<file path="src/design/dmgl_pkg.sv">
package dmgl_pkg;

   // Default grid limits; the top level hands these down as parameters.
   localparam int DEF_MAX_HALF_COLS = 64;
   localparam int DEF_MAX_HALF_ROWS = 64;

   // Register file: four registers, one word apart.
   localparam int CSR_ADDR_W = 4;
   localparam logic [1:0] REG_HALF_COLS = 2'd0;
   localparam logic [1:0] REG_HALF_ROWS = 2'd1;
   localparam logic [1:0] REG_CELL_SIZE = 2'd2;
   localparam logic [1:0] REG_OUTSIDE   = 2'd3;

   localparam logic [6:0]  RST_HALF_COLS = 7'd64;
   localparam logic [6:0]  RST_HALF_ROWS = 7'd64;
   localparam logic [9:0]  RST_CELL_SIZE = 10'd50;
   localparam logic [15:0] RST_OUTSIDE   = 16'd1000;

   // Item kinds.
   localparam logic [1:0] KIND_UPDATE  = 2'd0;
   localparam logic [1:0] KIND_COMPUTE = 2'd1;
   localparam logic [1:0] KIND_QUERY   = 2'd2;

   // Shared divider: for gradients the dividend holds mag*1024 + cell size, divisor 2*cell size.
   localparam int DIV_NUM_W = 29;
   localparam int DIV_DEN_W = 11;

   typedef struct packed {
      logic [1:0]         kind;
      logic [6:0]         col;
      logic [6:0]         row;
      logic [15:0]        cell_distance;
      logic signed [15:0] pos_x;
      logic signed [15:0] pos_y;
   } req_type;

   typedef struct packed {
      logic [15:0]        distance;
      logic signed [15:0] grad_x;
      logic signed [15:0] grad_y;
      logic               outside;
      logic               done_res;
   } rsp_type;

   typedef struct packed {
      logic                 done;
      logic [DIV_NUM_W-1:0] quot;
      logic [DIV_DEN_W-1:0] rem;
   } div_res_type;

endpackage

</file>
<file path="src/design/dmgl_div.sv">
module dmgl_div (
   input  logic                            clock,
   input  logic                            reset,
   input  logic                            start,
   input  logic [dmgl_pkg::DIV_NUM_W-1:0]  num,
   input  logic [dmgl_pkg::DIV_DEN_W-1:0]  den,
   output dmgl_pkg::div_res_type           res
);
   import dmgl_pkg::*;

   localparam int CNT_W = $clog2(DIV_NUM_W);

   logic                 busy_ff;
   logic                 done_ff;
   logic [CNT_W-1:0]     cnt_ff;
   logic [DIV_NUM_W-1:0] num_ff;
   logic [DIV_DEN_W-1:0] den_ff;
   logic [DIV_DEN_W-1:0] rem_ff;
   logic [DIV_DEN_W:0]   trial;
   logic                 take;

   // restoring division, one quotient bit per cycle; quotient shifts into num_ff
   always_comb begin
      trial = {rem_ff, num_ff[DIV_NUM_W-1]};
      take  = (trial >= {1'b0, den_ff});
   end

   always_ff @(posedge clock) begin
      if (reset) begin
         busy_ff <= 1'b0;
         done_ff <= 1'b0;
         cnt_ff  <= '0;
      end else begin
         done_ff <= 1'b0;
         if (start) begin
            busy_ff <= 1'b1;
            cnt_ff  <= '0;
            num_ff  <= num;
            den_ff  <= den;
            rem_ff  <= '0;
         end else if (busy_ff) begin
            num_ff <= {num_ff[DIV_NUM_W-2:0], take};
            rem_ff <= take ? DIV_DEN_W'(trial - {1'b0, den_ff}) : trial[DIV_DEN_W-1:0];
            cnt_ff <= CNT_W'(cnt_ff + 1'b1);
            if (cnt_ff == CNT_W'(DIV_NUM_W - 1)) begin
               busy_ff <= 1'b0;
               done_ff <= 1'b1;
            end
         end
      end
   end

   assign res = '{done: done_ff, quot: num_ff, rem: rem_ff};

endmodule

</file>
<file path="config.mk">
export PLATFORM = sky130hd
export DESIGN_NAME = dmgl_div
export DESIGN_NICKNAME = d
export VERILOG_FILES = /design/src/design/dmgl_pkg.sv /design/src/design/dmgl_div.sv
export SDC_FILE = /design/constraint.sdc
export NUM_CORES = 1
export LEC_CHECK = 0
export BUFFER_PORTS_ARGS = -buffer_cell sky130_fd_sc_hd__buf_2
export CORE_MARGIN = 1.5
export CORE_UTILIZATION = 47
export CTS_CLUSTER_SIZE = 14
export DETAILED_ROUTE_END_ITERATION = 7
export PLACE_DENSITY = 0.81
export SLEW_MARGIN = 25
export SYNTH_ARGS = -nofsm -noshare
export SYNTH_HDL_FRONTEND = slang
export SYNTH_SLANG_ARGS = --single-unit
</file>
<file path="constraint.sdc">
create_clock -name clock -period 3.03 [get_ports clock]
set_input_delay 0 -clock clock [delete_from_list [all_inputs] [get_ports clock]]
set_output_delay 0 -clock clock [all_outputs]
set_load 0.1 [all_outputs]
</file>
Word-level counts from Yosys, hierarchy flattened
Index checks and enable logic that the tools add are counted.
{ "word_totals": {"regBits": 58, "out_inout_bits": 41, "wordCells": 25} }
{ "op_classes": {"addsub": 2, "order_cmp": 1, "eq_ne": 1, "mux": 8, "n_bitwise": 2, "reduce_logical": 5} }
{ "ops": {"columns": ["cell", "count"], "rows": [
  ["two-way mux 29 bit", 2],
  ["two-way mux 11 bit", 2],
  ["greater-or-equal comparator 12 x 11 -> 1 bit", 1],
  ["subtractor 11 bit", 1],
  ["adder 5 x 1 -> 5 bit, second input constant", 1],
  ["equality test 5 bit, second input constant", 1],
  ["two-way mux 1 bit", 4],
  ["AND reduction 2 bit", 2],
  ["OR reduction 3 bit", 1],
  ["NOT 1 bit", 2],
  ["nonzero test 2 bit", 1],
  ["OR reduction 2 bit", 1]
]} }

Longest topological paths before layout
Gate-level depths: netlist (run 1).
{ "logic_depth": {"word_depth": 4, "depth_mapped": 10} }

Least setup slack after synthesis (run 1)
OpenSTA, ideal clock, no wires.
{ "synth_path": {"kind": "register to register", "start": "register num_ff[28]", "end": "register rem_ff[10] (data pin)", "setup_ps": 257, "arrival_ps": 2758, "required_ps": 2773, "setup_slack_ps": 16, "path_stages_with_launch": 10, "n_path_buf": 0, "cell_sequence": "edfxtp_1 -> inv_1 -> ha_1 -> fa_1 -> nand2b_1 -> a21o_1 -> a211oi_1 -> o21ai_0 -> a21o_1 -> a32o_1"} }
{ "synth_via": {"elab_chain_cells": 3, "elab_cells_between_ends": 4, "classes_between": "add/sub (1); order compare (1); mux (2)"} }
{ "synth_rtl": {"columns": ["element", "line", "text"], "rows": [
  ["start, declared", "dmgl_div.sv:16", "logic [DIV_NUM_W-1:0] num_ff;"],
  ["start signal, assigned", "dmgl_div.sv:38", "num_ff <= num;"],
  ["start signal, assigned", "dmgl_div.sv:42", "num_ff <= {num_ff[DIV_NUM_W-2:0], take};"],
  ["subtractor 11 bit / greater-or-equal comparator 12 x 11 -> 1 bit (equally long branches)", "dmgl_div.sv:43, dmgl_div.sv:25", null],
  ["two-way mux 11 bit (*)", "dmgl_div.sv:43", "rem_ff <= take ? DIV_DEN_W'(trial - {1'b0, den_ff}) : trial[DIV_DEN_W-1:0];"],
  ["two-way mux 11 bit (*)", "dmgl_div.sv:41", "end else if (busy_ff) begin"],
  ["end signal, assigned", "dmgl_div.sv:43", null],
  ["end, declared", "dmgl_div.sv:18", "logic [DIV_DEN_W-1:0] rem_ff;"]
]} }
Every way passes the cells marked *; elsewhere a longest branch is shown, timed or not. The select of a mux whose other input is x is not followed.
A chain may end at the register's enable or synchronous reset.

Worst setup path after layout (run 1)
Same ends and word-level chain as after synthesis.

==> results.md, run 1 <==
- CP Launch Type: flip-flop
- Placed wire-length estimate: 4.12 mm
- Synth cell types: 39
- Vias in the first global route: 2289
- Cell count after synthesis: 221
- Number of port buffers: 83
- Hold Crit Class: primary input to flip-flop
- Die height: 81.9 µm
- Max Used Layer: met4
- Final Hold Vio Count: 0
- Setup tns final: 0 ps
- WP data arrival: 2760 ps
- Max clock buf depth: 2
- Clock Pin Slew Worst Setup and Hold Paths: 60 ps
- Root buffer cell: clkbuf_8
- Met3 WL: 371 µm
- Initial antenna violation count: 0
- Die W: 81.9 µm
- Gr ovfl total: 0
- Power per cell area: 598 mW/mm²
- Critical path class: flip-flop to flip-flop
- Routed metal-1 wire length: 2.69 mm
- Synthesized cell area: 0.00293 mm²
- Clock latency on the worst-skew pair: 340 ps
- Sequential element share of the synthesized area: 57.1%
- Drt pass-1 iters: 4
- DRT Wirelength: 6.79 mm
- Mean Syn Cell Area: 13.2 µm²
- Unrepaired setup endpoints after global routing: no
- Synth Register Bits: 58
- Synth warnings: 0
- I/O pin count: 84
- Max-cap violations: 0
- Post-layout min period: 2660 ps
- Layout cells sized above 1: 37.5%
- H-tree Lvls: 3
- Final setup vio count: 0
- Nets@finish: 407
- Highest clock rate: 0.376 GHz
- Min Hold Slack: 89.4 ps
- Vias: 2210
- Final Cycle Share: 87.8%
- Headroom to the max-slew limit: 33.3%
- Largest net degree at the start of global routing: 38
- Ant diodes: 0
- Mapped Nets: 278
- Static Leak: 0.00168 µW
- Max IR drop VDD: 0.411 mV
- Critical Path RT: 3130 ps
- First-pass GRT wire length: 10.6 mm
- DIE AREA: 0.00671 mm²
- Status: completed
- Sink Count: 58
- CP max FO: 14
- Final ANT Viol Nets: 0
- Rows: 28
- Metal2 WL: 3.59 mm
- Setup Slack @ Placement: 405 ps
- Initial drt markers: 103
- Slew Viols, Final: 0
- Core ar.: 0.00596 mm²
- CTS tree: built
- Placer's final routability congestion estimate: 0.863
- Initial Utilization: 49.2%
- Vias per cell: 5.14
- Crit end category: flip-flop
- Area Overhead vs Synth: 36.6%
- Num CTS Buffers: 9
- Total Routing Usage GR: 21.9%
- Wire per inst: 15.8 µm
- Post-route worst setup slack: 368 ps
- Worst Max-Slew Pin Slew: 996 ps
- Residual DRC count: 0
- Post_cts resized: 0
- Skew final: 5.27 ps
layout make-up:
type	count	area, µm²
timing repair buffer	126	841
clock buffer	16	170
fill	420	1960
inverter	19	71.3
multi-input combinational	136	1150
tap	75	93.8
sequential	58	1670
cell usage after synthesis:
library cell | n | area share (%)
fa_1 | 1 | 0.68
o21ai_0 | 4 | 0.68
a21oi_4 | 1 | 0.56
nand3_1 | 2 | 0.34
o21ai_2 | 2 | 0.60
xnor2_1 | 7 | 2.1
nor2_1 | 23 | 2.9
mux2_2 | 30 | 12
nor3_4 | 1 | 0.56
or2_1 | 1 | 0.21
a21oi_1 | 5 | 0.85
and2b_1 | 1 | 0.26
nand2_1 | 5 | 0.64
nor2b_1 | 3 | 0.64
a22o_1 | 1 | 0.30
a32o_1 | 1 | 0.34
o21a_1 | 4 | 1.0
clkbuf_1 | 5 | 0.64
and4_1 | 1 | 0.30
xor2_1 | 3 | 0.90
o41ai_2 | 1 | 0.56
a21o_1 | 4 | 1.0
buf_6 | 1 | 0.38
a2111oi_4 | 1 | 0.94
inv_1 | 19 | 2.4
ha_1 | 13 | 5.6
nand4_1 | 4 | 0.85
and3_1 | 1 | 0.21
buf_1 | 1 | 0.13
o211ai_1 | 2 | 0.51
edfxtp_1 | 51 | 52
nand2b_1 | 2 | 0.43
o31a_1 | 1 | 0.30
dfxtp_1 | 7 | 4.8
a211o_1 | 1 | 0.30
a211oi_1 | 2 | 0.51
buf_4 | 1 | 0.26
mux2i_1 | 6 | 2.1
nor3_1 | 2 | 0.34
repair_timing:
| item | 4_1_cts | 5_1_grt |
|---|---|---|
| hold endpoints to repair | 41 | 0 |
| hold buffers | 41 | 0 |
| setup buffers | 0 | 0 |
where the power goes:
part / internal (µW) / total, µW / switching (µW)
registers: 946 / 981 / 34.7
logic: 241 / 770 / 528
clock network: 344 / 640 / 296
final timing paths:
kind | start | endpoint | slack, ps | cells past startpoint
setup / recovery | num_ff[28] | rem_ff[10] | 370 | 9
hold / removal | start | busy_ff | 90 | 3
setup reg to reg | num_ff[28] | rem_ff[10] | 370 | 9
hold reg to reg | cnt_ff[4] | cnt_ff[4] | 520 | 2
flip-flops by register name, indices dropped and copies added (netlist names):
register,count
den_ff,11
cnt_ff,5
num_ff,29
busy_ff,1
done_ff,1
rem_ff,11
placed cells by master (no fill, tap or decap), drive strengths merged, types with 2 or more instances in the layout:
| cell type | n |
|---|---|
| xnor2 | 7 |
| dlygate4sd3 | 41 |
| a21oi | 6 |
| clkbuf | 16 |
| mux2i | 6 |
| o21a | 4 |
| o21ai | 6 |
| nand4 | 4 |
| dfxtp | 7 |
| inv | 19 |
| buf | 85 |
| nand2 | 5 |
| nand3 | 2 |
| nor3 | 3 |
| edfxtp | 51 |
| a21o | 4 |
| nor2b | 3 |
| a211oi | 2 |
| xor2 | 3 |
| mux2 | 30 |
| ha | 13 |
| nor2 | 23 |
| nand2b | 2 |
| o211ai | 2 |
metal layers:
metal / global-route usage [%] / vias up
li1: - / 1065
met1: 23.8 / 1062
met2: 39.0 / 69
met3: 5.89 / 14
met4: 11.2 / 0
met5: 0 / -
metrics by stage:
step / instances / instance area [µm²] / total power, µW / utilization, %
2_1_floorplan: 221 / 2930 / 1590 / -
3_3_place_gp: 373 / 3420 / 1710 / 57.4
3_5_place_dp: 373 / 3420 / 1720 / 57.4
4_1_cts: 430 / 4000 / 2390 / 67.1
5_1_grt: 430 / 4000 / 2480 / 67.1
6_report: 430 / 4000 / 2390 / 67.1
critical path, cell delays in order (launching register included):
cell and delay, ps:
edfxtp_1 370, inv_1 80, ha_1 190, fa_1 220, nand2b_1 150, a21o_1 220
a21oi_4 90, o21ai_2 650, nor2_1 180, a32o_1 270
logic make-up (layout without fill, tap and decap cells):
| family | after synthesis | after routing | share of synthesized area, % |
|---|---|---|---|
| buf+inv | 27 | 161 | 3.85 |
| compound gates | 30 | 30 | 8.50 |
| mux | 36 | 36 | 13.6 |
| xor+xnor | 10 | 10 | 2.99 |
| fa+ha+maj | 14 | 14 | 6.24 |
| flops | 58 | 58 | 57.1 |
| simple gates | 46 | 46 | 7.74 |
Note: power is estimated with default switching activity, not from simulation.
==> run 2, diff against run 1 <==
BUFFER_PORTS_ARGS = -buffer_cell sky130_fd_sc_hd__clkbuf_2   (was -buffer_cell sky130_fd_sc_hd__buf_2)
==> results.md, run 2 (synthesized netlist as in run 1, its figures left out) <==
- Worst Max-Slew Pin Slew: 790 ps
- Unrepaired setup endpoints after global routing: no
- Total Routing Usage GR: 22.5%
- Highest clock rate: 0.376 GHz
- Max-cap violations: 0
- Critical path class: flip-flop to flip-flop
- Max IR drop VDD: 0.380 mV
- Static Leak: 0.00171 µW
- Initial Utilization: 49.2%
- First-pass GRT wire length: 10.9 mm
- Net Switching: 871 µW
- CTS tree: built
- R2R depth: 7
- Placed wire-length estimate: 4.30 mm
- Slew Viols, Final: 0
- Layout cells sized above 1: 38.0%
- Num CTS Buffers: 9
- DRT Wirelength: 6.83 mm
- Largest net degree at the start of global routing: 38
- Most frequent cells in the layout: clkbuf_2 (83), edfxtp_1 (51), dlygate4sd3_1 (41)
- Nets@finish: 407
- Post-route design area: 0.00402 mm²
- Drt pass-1 iters: 4
- Biggest register: num_ff
- Die W: 81.9 µm
- Headroom to the max-slew limit: 47.3%
- Critical Path RT: 3130 ps
- Fill count: 440
- CP Launch Type: flip-flop
- Root buffer cell: clkbuf_8
- DIE AREA: 0.00671 mm²
- Final ANT Viol Nets: 0
- Vias in the first global route: 2270
- Core ar.: 0.00596 mm²
- Hold Crit Class: primary input to flip-flop
- Post-layout min period: 2660 ps
- Registers with the most flip-flops: num_ff (29), den_ff (11), rem_ff (11)
- Switching share of total power: 35.5%
- Wire per inst: 15.9 µm
- Residual DRC count: 0
- Number of port buffers: 83
- Reg power frac: 40.0%
- H-tree Lvls: 3
- Final setup vio count: 0
- Ant diodes: 0
- Clk pwr share: 28.7%
- Max FFs per register: 29
- Vias: 2241
- Die height: 81.9 µm
- Initial antenna violation count: 0
- Total power: 2460 µW
- Placer's final routability congestion estimate: 0.828
- Cell-internal power: 1590 µW
- Skew final: 8.37 ps
- WP data arrival: 2760 ps
- Rows: 28
- Gr ovfl total: 0
- Max clock buf depth: 2
- Final Hold Vio Count: 0
- Power per cell area: 611 mW/mm²
- Crit end category: flip-flop
- Status: completed
- Sink Count: 58
- Setup tns final: 0 ps
- Most common cell after layout, fill and taps aside: clkbuf_2
- Hold depth: 3
- Gate power share: 31.4%
- I/O pin count: 84
- Clock latency on the worst-skew pair: 340 ps
- Area after DPL: 0.00342 mm²
- Final Cycle Share: 87.9%
- Area Overhead vs Synth: 37.3%
- CP max FO: 14
- Clock Pin Slew Worst Setup and Hold Paths: 70 ps
- R2R Setup Slk: 370 ps
- Initial drt markers: 93
- Vias per cell: 5.21
run 2: layout make-up:
cell class	instances	area, µm²	area share, %
well taps	75	93.8	2.33
flip-flops and latches	58	1670	41.6
multi-input cells	136	1150	28.7
inverters	19	71.3	1.77
clock buffers	13	149	3.70
clock inverters	3	38.8	0.965
repair buffers	126	841	20.9
run 2: power groups by stage:
stage | combinational [µW] | sequential (µW) | clock, µW
after floorplan | 302 | 1290 | 0
after global placement | 712 | 996 | 0
after detailed placement | 723 | 998 | 0
after CTS | 768 | 982 | 713
after global routing | 817 | 988 | 758
final | 771 | 982 | 704
run 2: per-stage QoR:
| stage | cells | hold WS, ps | utilization, % | setup WS, ps |
|---|---|---|---|---|
| CTS | 430 | 114 | 67.4 | 350 |
| global placement | 373 | 178 | 57.4 | 493 |
| floorplan | 221 | 72.8 | - | 15.5 |
| detailed placement | 373 | 179 | 57.4 | 363 |
| global route | 430 | 145 | 67.5 | 216 |
| finish | 430 | 139 | 67.5 | 367 |
run 2: worst paths after layout:
kind	endpoint	startpoint
setup / recovery	rem_ff[10]	rem_ff[5]
hold / removal	done_ff	start
setup reg to reg	rem_ff[10]	rem_ff[5]
hold reg to reg	cnt_ff[4]	cnt_ff[4]
run 2: critical path, stage by stage (launching register included):
cell,delay [ps]
edfxtp_1,430
ha_1,390
o21a_1,200
nor2_1,230
a21oi_4,70
o21ai_2,650
nor2_1,180
a32o_1,270
run 2: routing by layer:
layer	vias to the layer above	GRT usage [%]	part of all wire, %
li1	1070	-	-
met1	1068	25.9	39
met2	82	37.0	52
met3	21	8.11	5.8
met4	0	11.0	3.1
met5	-	0	0
run 2: timing repair:
item                                   CTS  global route
hold buffers                            41             0
endpoints found under the hold margin   41             0
setup endpoints to repair                0             0
resized for setup                        0             0
buffers inserted                         0             0
==> run 3, diff against run 2 <==
CORE_UTILIZATION = 50   (was 47)
PLACE_DENSITY = 0.82   (was 0.81)
clock period = 2.9 ns   (was 3.03 ns; I/O delays follow)
==> results.md, run 3 (synthesized netlist as in run 1, its figures left out) <==
- Vias per cell: 5.18
- R2R Setup Slk: 240 ps
- CTS tree: built
- Power per cell area: 661 mW/mm²
- Critical Path RT: 2990 ps
- Headroom to the max-slew limit: 49.2%
- Buffers & Inverters on Critical Path: 0
- Vias in the first global route: 2356
- CP top delay family: compound AO/OA/AOI/OAI gates
- Highest clock rate: 0.376 GHz
- Total power: 2700 µW
- Die W: 79.5 µm
- Sink Count: 58
- Root buffer cell: clkbuf_8
- DRT Wirelength: 6.81 mm
- Clock Pin Slew Worst Setup and Hold Paths: 70 ps
- Setup Slack @ Placement: 242 ps
- Total Routing Usage GR: 23.5%
- Worst-path cell chain: ha_1 > a2111oi_4 > o21ai_2 > o21ai_2 > nor2_1 > a32o_1
- Nets@finish: 408
- Die height: 79.5 µm
- Cell mode on critical path: o21ai_2
- Worst-path cell with the longest stage delay: o21ai_2
- Status: completed
- Unrepaired setup endpoints after global routing: no
- Worst Max-Slew Pin Slew: 762 ps
- Skew final: 8.75 ps
- Initial drt markers: 93
- Number of port buffers: 83
- CP max stage delay: 610 ps
- Registers with the most flip-flops: num_ff (29), den_ff (11), rem_ff (11)
- Placer's final routability congestion estimate: 0.897
- H-tree Lvls: 3
- CP Launch Type: flip-flop
- Final ANT Viol Nets: 0
- Hold Crit Class: primary input to flip-flop
- Static Leak: 0.00174 µW
- Post-layout min period: 2660 ps
- Max FFs per register: 29
- Drt pass-1 iters: 4
- Clock latency on the worst-skew pair: 340 ps
- Vias: 2217
- Placed wire-length estimate: 4.45 mm
- DIE AREA: 0.00632 mm²
- Largest net degree at the start of global routing: 31
- Max clock buf depth: 2
- Min Hold Slack: 372 ps
- Initial antenna violation count: 0
- Max-cap violations: 0
- Final Cycle Share: 91.8%
- Post-route worst setup slack: 237 ps
- Most common cell after layout, fill and taps aside: clkbuf_2
- Area Overhead vs Synth: 39.3%
- I/O pin count: 84
- Wire per inst: 15.9 µm
- Max IR drop VDD: 0.443 mV
- CP max FO: 14
- Final Hold Vio Count: 0
- Finished Core Util: 73.2%
- Core ar.: 0.00557 mm²
- Most frequent cells in the layout: clkbuf_2 (83), edfxtp_1 (51), dlygate4sd3_1 (41)
- Final setup vio count: 0
- Initial Utilization: 52.5%
- Post_cts resized: 0
- Rows: 27
- Residual DRC count: 0
- WP data arrival: 2760 ps
- Slew Viols, Final: 0
- Ant diodes: 0
- Layout cells sized above 1: 39.6%
- Num CTS Buffers: 9
- Crit end category: flip-flop
- Biggest register: num_ff
- Setup tns final: 0 ps
- First-pass GRT wire length: 11.0 mm
- Critical path class: flip-flop to flip-flop
- Gr ovfl total: 0
## run 3: area by class of cell
class                   instances  area (µm²)
multi-input cells             136        1170
repair buffers                127         848
inverters                      19        71.3
fillers                       399        1500
well taps                      72        90.1
clock buffers                  11         151
clock inverters                 5        76.3
flip-flops and latches         58        1670
## run 3: stage by stage
step	area, µm²	cells
6_report	4080	428
2_1_floorplan	2950	221
3_5_place_dp	3440	371
3_3_place_gp	3440	371
4_1_cts	4080	428
5_1_grt	4080	428
## run 3: what timing repair did
action,CTS,global route
hold buffers,41,0
buffers inserted,0,0
hold endpoints to repair,41,0
## run 3: layer usage
metal  up-vias  routed length [µm]  track usage (%)
met4         0                 110             7.89
li1       1069                   -                -
met2        76                3540             41.9
met5         -                   0                0
met1      1060                2720             26.4
met3        12                 434             7.31
## run 3: final timing paths
path         startpoint          to  cells past startpoint
max           rem_ff[8]  rem_ff[10]                      6
max reg2reg   rem_ff[8]  rem_ff[10]                      6
min             den[10]  den_ff[10]                      2
min reg2reg   cnt_ff[4]   cnt_ff[4]                      2
## run 3: power breakdown
group | total (µW) | switching, µW | leakage, µW | internal (µW)
combinational | 811 | 557 | 0.00108 | 255
clock | 856 | 330 | 0.000115 | 526
sequential | 1030 | 39.3 | 0.000544 | 988
total | 2700 | 926 | 0.00174 | 1770
